===== src/rtl/slot_pool_allocator_macros.svh =====
// Assertion macros for the slot pool allocator
`ifndef SLOT_POOL_ALLOCATOR_MACROS_SVH
`define SLOT_POOL_ALLOCATOR_MACROS_SVH

`ifndef SYNTHESIS

// Same-cycle implication
`define SPA_ASSERT_IMPL(label, clk, rst, ante, cons, msg) \
  label: assert property (@(posedge clk) disable iff (rst) (ante) |-> (cons)) \
    else $error(msg);

// Next-cycle implication
`define SPA_ASSERT_NEXT(label, clk, rst, ante, cons, msg) \
  label: assert property (@(posedge clk) disable iff (rst) (ante) |=> (cons)) \
    else $error(msg);

`else

`define SPA_ASSERT_IMPL(label, clk, rst, ante, cons, msg)
`define SPA_ASSERT_NEXT(label, clk, rst, ante, cons, msg)

`endif

`endif


===== src/rtl/spa_pkg.sv =====
package spa_pkg;

  // Pool geometry
  localparam int POOL_SLOTS = 1024;
  localparam int ADDR_W     = $clog2(POOL_SLOTS);
  localparam int CNT_W      = $clog2(POOL_SLOTS + 1);

  // Field widths on the stream ports
  localparam int SLOT_W     = 10;
  localparam int COUNT_FW   = 11;
  localparam int IN_DATA_W  = 24;
  localparam int OUT_DATA_W = 32;

  typedef enum logic [1:0] {
    CMD_ALLOC   = 2'd0,
    CMD_RELEASE = 2'd1,
    CMD_READ    = 2'd2,
    CMD_CLEAR   = 2'd3
  } cmd_t;

  typedef enum logic [1:0] {
    ST_OK          = 2'd0,
    ST_POOL_EMPTY  = 2'd1,
    ST_NOT_IN_USE  = 2'd2,
    ST_BAD_INDEX   = 2'd3
  } status_t;

  // Controller to datapath
  typedef struct packed {
    logic accept;
    logic sweep_start;
    logic sweep;
    logic commit;
  } ctrl_cmd_t;

  // Datapath to controller
  typedef struct packed {
    logic out_free;
    logic sweep_last;
  } dp_stat_t;

endpackage


===== src/rtl/spa_ctrl.sv =====
`include "slot_pool_allocator_macros.svh"

module spa_ctrl (
  input  logic              clk,
  input  logic              rst,
  input  logic              s_tvalid,
  output logic              s_tready,
  input  spa_pkg::cmd_t     in_cmd,
  input  spa_pkg::dp_stat_t stat,
  output spa_pkg::ctrl_cmd_t cmd
);

  import spa_pkg::*;

  typedef enum logic [1:0] {
    SWEEP_RST,
    IDLE,
    EXEC,
    SWEEP_CLR
  } state_t;

  state_t state;

  // Decode commands to the datapath
  always_comb begin
    s_tready        = (state == IDLE);
    cmd.accept      = s_tvalid && s_tready;
    cmd.sweep_start = cmd.accept && (in_cmd == CMD_CLEAR);
    cmd.sweep       = (state == SWEEP_RST) || (state == SWEEP_CLR);
    cmd.commit      = (state == EXEC) && stat.out_free;
  end

  // Sequence: sweep after reset, then accept, execute, or sweep for a clear
  always_ff @(posedge clk) begin
    if (rst) begin
      state <= SWEEP_RST;
    end else begin
      case (state)
        SWEEP_RST: begin
          if (stat.sweep_last) begin
            state <= IDLE;
          end
        end
        IDLE: begin
          if (cmd.sweep_start) begin
            state <= SWEEP_CLR;
          end else if (cmd.accept) begin
            state <= EXEC;
          end
        end
        EXEC: begin
          if (stat.out_free) begin
            state <= IDLE;
          end
        end
        SWEEP_CLR: begin
          if (stat.sweep_last) begin
            state <= EXEC;
          end
        end
        default: begin
          state <= SWEEP_RST;
        end
      endcase
    end
  end

  `SPA_ASSERT_IMPL(a_no_accept_in_sweep, clk, rst, cmd.sweep, !s_tready, "accept during sweep")
  `SPA_ASSERT_NEXT(a_clear_sweeps, clk, rst, cmd.sweep_start, (state == SWEEP_CLR), "clear without sweep")
  `SPA_ASSERT_IMPL(a_one_action, clk, rst, 1'b1, ($onehot0({cmd.accept, cmd.sweep, cmd.commit})), "overlapping actions")

endmodule


===== config.mk =====
export PLATFORM = sky130hd
export DESIGN_NAME = spa_ctrl
export DESIGN_NICKNAME = d
export VERILOG_FILES = /design/src/rtl/spa_pkg.sv /design/src/rtl/spa_ctrl.sv
export VERILOG_INCLUDE_DIRS = /design/src /design/src/rtl
export SDC_FILE = /design/constraint.sdc
export NUM_CORES = 1
export LEC_CHECK = 0
export ABC_AREA = 1
export CAP_MARGIN = 20
export CELL_PAD_IN_SITES_DETAIL_PLACEMENT = 1
export CELL_PAD_IN_SITES_GLOBAL_PLACEMENT = 1
export CORE_AREA = 4 4 41 43
export DETAILED_ROUTE_END_ITERATION = 6
export DIE_AREA = 0 0 45 47
export DONT_BUFFER_PORTS = 1
export PLACE_DENSITY = 0.41
export SLEW_MARGIN = 20
export SYNTH_ARGS = -nofsm -noshare
export SYNTH_HDL_FRONTEND = slang
export SYNTH_SLANG_ARGS = --single-unit

===== constraint.sdc =====
create_clock -name clk -period 2.8 [get_ports clk]
set_input_delay 0.56 -clock clk [delete_from_list [all_inputs] [get_ports clk]]
set_output_delay 0.56 -clock clk [all_outputs]
set_load 0.03 [all_outputs]

# == Word level (Yosys, flattened, before mapping) ==
# Index checks and enable logic that the tools add are counted.
# Widths: inputs -> output; s select.
# totals
inputBits,7
elab_cells,21
reg_bits,2
out_inout_bits,5
# op_classes
n_eq_ne,8
n_reduce_logical,6
n_mux,6
# ops
op,count
$mux 2,5
$pmux 2 s4,1
$eq 2x2->1 const B,3
$ne 2x2->1 const B,3
$reduce_and 4->1,1
$logic_and 1x1->1,3
$ne 3x1->1 const B,1
$eq 2x1->1 const B,1
$logic_not 2->1,1
$logic_or 1x1->1,1

# == Longest topological paths before layout ==
# Gate-level depths: netlist of run 1.
# depth
depth_word,5
mapped_depth,9
depth_no_buf,9

# == Worst setup path before layout of run 1 ==
# OpenSTA, ideal clock, no wires.
# synth_path
path_type,register to output
from,register state[1]
to,output port cmd[3] (netlist bit)
path_slack_ns,1.298
stages_incl_launch_ff,5
arrival_ns,0.942
path_cell_list,dfxtp_1 inv_1 ha_1 nand2_1 inv_1
# synth_lines
item,line,rtl
start: declaration,spa_ctrl.sv:22,state_t state;
start signal: assignment,spa_ctrl.sv:36,state <= SWEEP_RST;
start signal: assignment,spa_ctrl.sv:41,state <= IDLE;
start signal: assignment,spa_ctrl.sv:46,state <= SWEEP_CLR;
end: declaration,spa_ctrl.sv:10,output spa_pkg::ctrl_cmd_t cmd

==> results of run 1 <==
## placed cells by master, fill, tap and decap left out
cell type	count
clkbuf_4	3
nor2_1	2
inv_1	7
dfxtp_1	2
nand2_1	10
inv_2	2
a21oi_1	1
or2_0	1
nand3_1	1
ha_1	5
o21bai_1	1
nor2_8	1
## logic make-up after synthesis
logic type	share of synthesized area (%)
AO/OA/AOI/OAI	5.555
adder cells (fa/ha/maj)	27.78
buffers and inverters	15.00
flip-flops	17.78
AND/OR/NAND/NOR	33.89
## power breakdown
part	internal (W)	total [W]	switching, W
sequential	0.0000398	0.0000538	0.0000140
combinational	0.0000413	0.000156	0.000115
clock	0.0000474	0.0000650	0.0000176
total	0.000129	0.000275	0.000147
## layer usage
layer / up-vias / wire length (um) / track usage [%]
met2: 12 / 240 / 10.45
met3: 2 / 52 / 3.831
met5: - / 0 / 0
li1: 104 / - / -
met4: 0 / 12 / 5.263
met1: 87 / 207 / 5.204
## how the worst max path moves through the flow
| stage | depth (start not counted) | startpoint | end |
|---|---|---|---|
| floorplan | 4 | state[1]$_SDFFE_PP0P_ | cmd[3] |
| global placement | 4 | state[1]$_SDFFE_PP0P_ | cmd[3] |
| detailed placement | 4 | state[1]$_SDFFE_PP0P_ | cmd[3] |
| CTS | 4 | state[1]$_SDFFE_PP0P_ | cmd[3] |
| global route | 4 | state[1]$_SDFFE_PP0P_ | cmd[3] |
| finish | 4 | state[1]$_SDFFE_PP0P_ | cmd[3] |
## stage by stage
stage,worst slack (ns),cell area [sq um],hold WS [ns]
3_5_place_dp,1.185,244.0,0.4991
5_1_grt,0.8352,266.5,0.3913
6_report,0.9666,266.5,0.3970
2_1_floorplan,1.298,225.2,0.4658
3_3_place_gp,1.223,244.0,0.4941
4_1_cts,0.9322,266.5,0.3942
## area by class of cell
cell class | instances | area [sq um]
Clock buffer | 3 | 22.52
Fill cell | 170 | 1035
Inverter | 9 | 33.78
Multi-Input combinational cell | 22 | 151.4
Sequential cell | 2 | 40.04
Tap cell | 15 | 18.77
==> impl_metrics.py, run 1 <==
metrics = {
    "status": {
        "status": "complete, no violations",
    },
    "setup_path": {
        "critPathRequiredTime_ns": 2.24,
        "crit_buf_inv": 2,
        "critPathTopFamily": "flip-flops",
        "ff2ff_setup_slack_ns": 1.40,
        "cp_slowest_cell": "dfxtp_1",
        "crit_top_cell": "inv_1",
        "worst_ep_arrival_time_ns": 1.27,
        "r2r.worst_path.cells": 8,
        "path_cells": "inv_1, ha_1, nand2_1, inv_1",
        "r2r-start": "state[1]$_SDFFE_PP0P_",
        "cp-start-kind": "flop",
        "timing.rr.end": "state[0]$_SDFFE_PP0P_",
        "slowest_delay_ns": 0.38,
        "end_kind": "output port",
        "path_max_fanout": 4,
        "path_class": "flop to output port",
    },
    "floorplanning": {
        "die-height_um": 47,
        "die-area_sq_mm": 0.002115,
        "core-area_sq_mm": 0.001301,
        "io_pins": 12,
        "start_util_pct": 17.31,
        "die_w_um": 45,
        "num_rows": 13,
    },
    "sta": {
        "setup_violations": 0,
        "fin_skew_ns": 0.002908,
        "final.setup.tns_ns": 0,
        "final_max_slew_viol_count": 0,
        "clock.fmax_mhz": 545.4,
        "tightest_slew_ns": 0.3330,
        "layout_min_cycle_time_ns": 1.833,
        "hold_viol": 0,
        "slew_headroom_pct": 77.80,
        "grt_setup_unrepaired": "no",
        "min_period_over_period_pct": 65.48,
    },
    "detailed_routing": {
        "postRouteAntennaNets": 0,
        "drc_errors": 0,
        "avgRoutedWirePerCell_um": 10.06,
        "routed_wl_um": 513,
        "drt_first_pass_iters": 1,
        "dr_total_vias": 205,
        "drtIter0Drc": 0,
        "vias_per_cell": 4.020,
    },
    "final_layout": {
        "stdcell_count": 51,
        "regMostFlops": "state",
        "largest_register_ffs": 2,
        "area_growth_pct": 18.33,
        "num_antenna_cells": 0,
        "drive_gt1_share_pct": 16.67,
        "fin_util_pct": 20.48,
        "nets": 50,
        "top_regs": "state: 2 flops",
    },
    "synthesis": {
        "synth.area.top_cells": "ha_1, dfxtp_1, nand2_1",
        "syn_avg_cell_area_sq_um": 6.825,
        "synthesis.area_sq_um": 225.2,
        "synth_seq_cells": 2,
        "yosysUniqueCellTypes": 11,
        "ys.flop_type": "dfxtp_1",
        "ys_top_cells_by_count": "nand2_1, inv_1, ha_1",
        "netlist.area_leader.share_pct": 27.78,
        "synthCells": 33,
        "async_flop_share_pct": 0,
        "synth_top_area_cell": "ha_1",
        "syn-num-nets": 45,
        "yosysMostFrequentCell": "nand2_1",
        "synth_edf_count": 0,
        "yosysWarnings": 0,
        "ys_seq_area_share_pct": 17.78,
    },
    "placement": {
        "hpwl_um": 430.4,
        "dp_cells": 48,
        "gp_congestion": 0.6741,
        "portBuffers": 0,
    },
    "clocking": {
        "clk_pin_slew_ns": 0.03,
        "cts-buffers-inserted": 3,
        "cts_hold_buf": 0,
        "cts_tree": "built",
        "post-cts-setup-buffers": 0,
        "h-tree-depth": 1,
        "cts_root_buf": "clkbuf_4",
        "cts.sinks": 2,
        "clkLatencyLatePin_ns": 0.23,
        "cts_buffer_depth": 2,
        "cts_resized": 0,
    },
    "global_routing": {
        "grt_usage_pct": 6.230,
        "grt_pass1_vias": 209,
        "antenna_found_initial": 0,
        "overflow": 0,
        "grt_max_degree": 5,
        "grt_pass1_wl_um": 848,
    },
    "hold_path": {
        "hold_end": "state[1]$_SDFFE_PP0P_",
        "min_from": "rst",
        "hold_depth": 1,
        "hold_path.class": "input port to flop",
    },
    "power": {
        "p_leak_nw": 0.1715,
        "p_per_area_mw_per_mm2": 1033,
        "peakVddDrop_mv": 0.2783,
        "p_total_w": 0.0002752,
    },
    "run": {
        "cap_violations": 0,
    },
}
Note: power is estimated with default switching activity, not from simulation.
==> run 2: changes to the inputs <==
clock period = 1.9 ns   (was 2.8 ns; I/O delays follow)
==> impl_metrics.py, run 2 (synthesis results as in run 1) <==
metrics = {
    "sta": {
        "final.setup.tns_ns": 0,
        "min_period_over_period_pct": 84.60,
        "hold_viol": 0,
        "final_max_slew_viol_count": 0,
        "fin_skew_ns": 0.001903,
        "layout_min_cycle_time_ns": 1.607,
        "worst_slack_ns": 0.2925,
        "grt_setup_unrepaired": "no",
        "setup_violations": 0,
        "tightest_slew_ns": 0.3424,
        "slew_headroom_pct": 77.17,
        "clock.fmax_mhz": 622.1,
    },
    "clocking": {
        "cts_tree": "built",
        "cts_root_buf": "clkbuf_4",
        "cts_buffer_depth": 2,
        "cts_hold_buf": 0,
        "cts_resized": 0,
        "cts-buffers-inserted": 3,
        "cts.sinks": 2,
        "clkLatencyLatePin_ns": 0.22,
        "clk_pin_slew_ns": 0.03,
        "post-cts-setup-buffers": 0,
        "h-tree-depth": 1,
    },
    "hold_path": {
        "hold_path.class": "input port to flop",
        "hold_end": "state[1]$_SDFFE_PP0P_",
        "min_from": "rst",
        "hold_depth": 1,
    },
    "setup_path": {
        "timing.rr.end": "state[0]$_SDFFE_PP0P_",
        "r2r-start": "state[1]$_SDFFE_PP0P_",
        "path_max_fanout": 4,
        "cp-start-kind": "flop",
        "ff2ff_setup_slack_ns": 0.54,
        "path_class": "flop to output port",
        "worst_ep_arrival_time_ns": 1.23,
        "end_kind": "output port",
        "r2r.worst_path.cells": 8,
        "critPathRequiredTime_ns": 1.52,
    },
    "power": {
        "p_comb_share_pct": 57.9,
        "p_per_area_mw_per_mm2": 1493,
        "clkPwrFrac_pct": 22.6,
        "sw_frac_of_total_pct": 52.42,
        "p_sw_w": 0.0002086,
        "peakVddDrop_mv": 0.4510,
        "p_leak_nw": 0.1715,
        "pwr-share-seq_pct": 19.5,
        "intPower_w": 0.0001893,
    },
    "floorplanning": {
        "start_util_pct": 17.31,
        "num_rows": 13,
        "die_w_um": 45,
        "core-area_sq_mm": 0.001301,
        "io_pins": 12,
        "die-area_sq_mm": 0.002115,
        "die-height_um": 47,
    },
    "final_layout": {
        "top_regs": "state: 2 flops",
        "largest_register_ffs": 2,
        "area_growth_pct": 18.33,
        "nets": 50,
        "regMostFlops": "state",
        "final_cell_mix": "nand2_1, inv_1, ha_1, clkbuf_4",
        "drive_gt1_share_pct": 16.67,
        "num_antenna_cells": 0,
        "final_common_cell": "nand2_1",
    },
    "detailed_routing": {
        "avgRoutedWirePerCell_um": 9.373,
        "dr_total_vias": 196,
        "drc_errors": 0,
        "drt_first_pass_iters": 2,
        "routed_wl_um": 478,
        "vias_per_cell": 3.843,
        "postRouteAntennaNets": 0,
        "drtIter0Drc": 1,
    },
    "placement": {
        "hpwl_um": 444.6,
        "pre_cts_ws_ns": 0.4967,
        "gp_congestion": 0.6501,
        "portBuffers": 0,
    },
    "global_routing": {
        "grt_pass1_vias": 207,
        "overflow": 0,
        "antenna_found_initial": 0,
        "grt_usage_pct": 5.363,
        "grt_max_degree": 5,
        "grt_pass1_wl_um": 786,
    },
    "run": {
        "cap_violations": 0,
    },
    "status": {
        "status": "complete, no violations",
    },
}
## run 2: cell counts in the layout (fill, tap and decap cells not counted)
No cell type changed its count.
## run 2: worst max path at each step
stage | startpoint | end | slack, ns
2_1_floorplan | state[1]$_SDFFE_PP0P_ | cmd[3] | 0.58
3_3_place_gp | state[1]$_SDFFE_PP0P_ | cmd[3] | 0.53
3_5_place_dp | state[1]$_SDFFE_PP0P_ | cmd[3] | 0.50
4_1_cts | state[1]$_SDFFE_PP0P_ | cmd[3] | 0.26
5_1_grt | state[1]$_SDFFE_PP0P_ | cmd[3] | 0.18
6_report | state[1]$_SDFFE_PP0P_ | cmd[3] | 0.29
## run 2: final cells by class
class / count / area (sq um)
Sequential cell: 2 / 40.04
Clock buffer: 3 / 22.52
Inverter: 9 / 33.78
Tap cell: 15 / 18.77
Multi-Input combinational cell: 22 / 151.4
Fill cell: 173 / 1035
## run 2: power groups by stage
| stage | Sequential [W] | Clock, W | Combinational (W) |
|---|---|---|---|
| floorplan | 0.0000743 | 0 | 0.000202 |
| global placement | 0.0000776 | 0 | 0.000231 |
| detailed placement | 0.0000788 | 0 | 0.000237 |
| CTS | 0.0000783 | 0.0000965 | 0.000238 |
| global route | 0.0000799 | 0.0000980 | 0.000263 |
| finish | 0.0000776 | 0.0000900 | 0.000230 |
## run 2: per-stage QoR
| step | total power, W | area, sq um | std cells | utilization [%] | hold WS, ns |
|---|---|---|---|---|---|
| floorplan | 0.0002767 | 225.2 | 33 | - | 0.4491 |
| global placement | 0.0003086 | 244.0 | 48 | 18.75 | 0.4539 |
| detailed placement | 0.0003162 | 244.0 | 48 | 18.75 | 0.4539 |
| CTS | 0.0004127 | 266.5 | 51 | 20.48 | 0.2203 |
| global route | 0.0004411 | 266.5 | 51 | 20.48 | 0.2268 |
| finish | 0.0003979 | 266.5 | 51 | 20.48 | 0.2291 |
## run 2: metal layers
metal | GRT usage (%) | share of wire (%) | up-vias
li1 | - | - | 102
met4 | 5.263 | 0 | 0
met2 | 8.757 | 45 | 10
met5 | 0 | 0 | -
met3 | 1.916 | 12 | 0
met1 | 5.204 | 44 | 84
## run 2: critical path, cell delays in order, from the launching register on
cell	delay [ns]
dfxtp_1	0.35
inv_1	0.10
ha_1	0.20
nand2_1	0.17
inv_1	0.19
==> run 3: changes to the inputs <==
clock period = 1.6 ns   (was 1.9 ns; I/O delays follow)
==> impl_metrics.py, run 3 (synthesis results as in run 1) <==
metrics = {
    "final_layout": {
        "drive_gt1_share_pct": 24.32,
        "largest_register_ffs": 2,
        "final_cell_mix": "nand2_1, inv_1, ha_1, inv_2, clkbuf_4",
        "final_common_cell": "nand2_1",
        "fillCellCount": 166,
        "nets": 51,
        "stdcell_count": 52,
        "area_growth_pct": 22.78,
        "regMostFlops": "state",
        "final_area_sq_um": 276.5,
        "top_regs": "state: 2 flops",
        "num_antenna_cells": 0,
    },
    "detailed_routing": {
        "avgRoutedWirePerCell_um": 9.481,
        "dr_total_vias": 202,
        "drtIter0Drc": 0,
        "vias_per_cell": 3.885,
        "postRouteAntennaNets": 0,
        "routed_wl_um": 493,
        "drt_first_pass_iters": 1,
        "drc_errors": 0,
    },
    "global_routing": {
        "grt_usage_pct": 5.599,
        "grt_pass1_wl_um": 807,
        "antenna_found_initial": 0,
        "grt_max_degree": 5,
        "overflow": 0,
        "grt_pass1_vias": 210,
    },
    "run": {
        "cap_violations": 0,
    },
    "clocking": {
        "cts-buffers-inserted": 3,
        "cts_resized": 1,
        "cts_tree": "built",
        "post-cts-setup-buffers": 0,
        "cts_hold_buf": 0,
        "cts_root_buf": "clkbuf_4",
        "clkLatencyLatePin_ns": 0.22,
        "cts_buffer_depth": 2,
        "clk_pin_slew_ns": 0.03,
        "cts.sinks": 2,
        "h-tree-depth": 1,
    },
    "sta": {
        "clock.fmax_mhz": 666.0,
        "min_period_over_period_pct": 93.84,
        "tightest_slew_ns": 0.2615,
        "grt_setup_unrepaired": "no",
        "setup_violations": 0,
        "final.setup.tns_ns": 0,
        "slew_headroom_pct": 82.55,
        "fin_skew_ns": 0.001864,
        "hold_viol": 0,
        "layout_min_cycle_time_ns": 1.501,
        "final_max_slew_viol_count": 0,
    },
    "setup_path": {
        "path_cells": "inv_2, ha_1, inv_1",
        "cp_slowest_cell": "dfxtp_1",
        "path_class": "flop to output port",
        "cp-start-kind": "flop",
        "slowest_delay_ns": 0.39,
        "path_max_fanout": 4,
        "critPathRequiredTime_ns": 1.28,
        "end_kind": "output port",
        "worst_ep_arrival_time_ns": 1.18,
    },
    "placement": {
        "portBuffers": 0,
        "dp_cells": 49,
        "placed_area_sq_um": 251.5,
        "gp_congestion": 0.6838,
    },
    "power": {
        "p_leak_nw": 0.1750,
        "clkPwrFrac_pct": 22.2,
        "intPower_w": 0.0002379,
        "p_comb_share_pct": 58.8,
        "sw_frac_of_total_pct": 51.61,
        "peakVddDrop_mv": 0.3859,
        "p_total_w": 0.0004917,
        "p_sw_w": 0.0002538,
        "pwr-share-seq_pct": 19.0,
        "p_per_area_mw_per_mm2": 1778,
    },
    "floorplanning": {
        "core-area_sq_mm": 0.001301,
        "io_pins": 12,
        "die-height_um": 47,
        "die-area_sq_mm": 0.002115,
        "start_util_pct": 17.31,
        "die_w_um": 45,
        "num_rows": 13,
    },
    "hold_path": {
        "hold_path.class": "input port to flop",
    },
    "status": {
        "status": "complete, no violations",
    },
}
run 3: cell types whose count changed in the layout (fill, tap and decap cells not counted), sizes merged:
cell | before | now
buf | 0 | 1
run 3: area by class of cell:
class                      instances  area (sq um)  share of cell area, %
sequential                         2         40.04                  14.48
multi-input combinational         22         153.9                  55.66
inverter                           9         33.78                  12.22
timing repair buffer               1         7.507                  2.715
clock buffer                       3         22.52                  8.145
tap                               15         18.77                  6.787
run 3: per-layer routing:
metal / wire length (um) / track usage, % / up-vias
li1: - / - / 104
met1: 192 / 5.204 / 88
met2: 236 / 8.757 / 10
met3: 65 / 1.916 / 0
met4: 0 / 7.018 / 0
met5: 0 / 0 / -
run 3: path summary, 6_finish.rpt:
| path | start | end | slack [ns] | cells past startpoint |
|---|---|---|---|---|
| hold / removal | rst | state[1]$_SDFFE_PP0P_ | 0.17 | 1 |
| hold reg to reg | state[1]$_SDFFE_PP0P_ | state[1]$_SDFFE_PP0P_ | 0.51 | 2 |
| setup / recovery | state[0]$_SDFFE_PP0P_ | cmd[1] | 0.1 | 3 |
| setup reg to reg | state[1]$_SDFFE_PP0P_ | state[0]$_SDFFE_PP0P_ | 0.36 | 6 |
run 3: through the flow:
stage	utilization (%)	hold WS [ns]	setup slack [ns]
6_report	21.25	0.1701	0.09854
5_1_grt	21.25	0.1648	0.03648
4_1_cts	21.06	0.1674	0.03958
3_5_place_dp	19.33	0.3993	0.2287
3_3_place_gp	19.33	0.3929	0.2697
2_1_floorplan	-	0.3891	0.3379
run 3: power by group through the flow:
stage	logic (W)	registers [W]	clock network (W)
CTS	0.000294	0.0000947	0.000115
global route	0.000330	0.0000968	0.000118
detailed placement	0.000292	0.0000955	0
global placement	0.000286	0.0000927	0
floorplan	0.000240	0.0000882	0
finish	0.000289	0.0000935	0.000109
run 3: worst max-delay path: cells and delay by family, from the launching register on:
family / cells / cell delay [ns]
DFF: 1 / 0.39
adders and majority gates: 1 / 0.28
buffers and inverters: 2 / 0.28
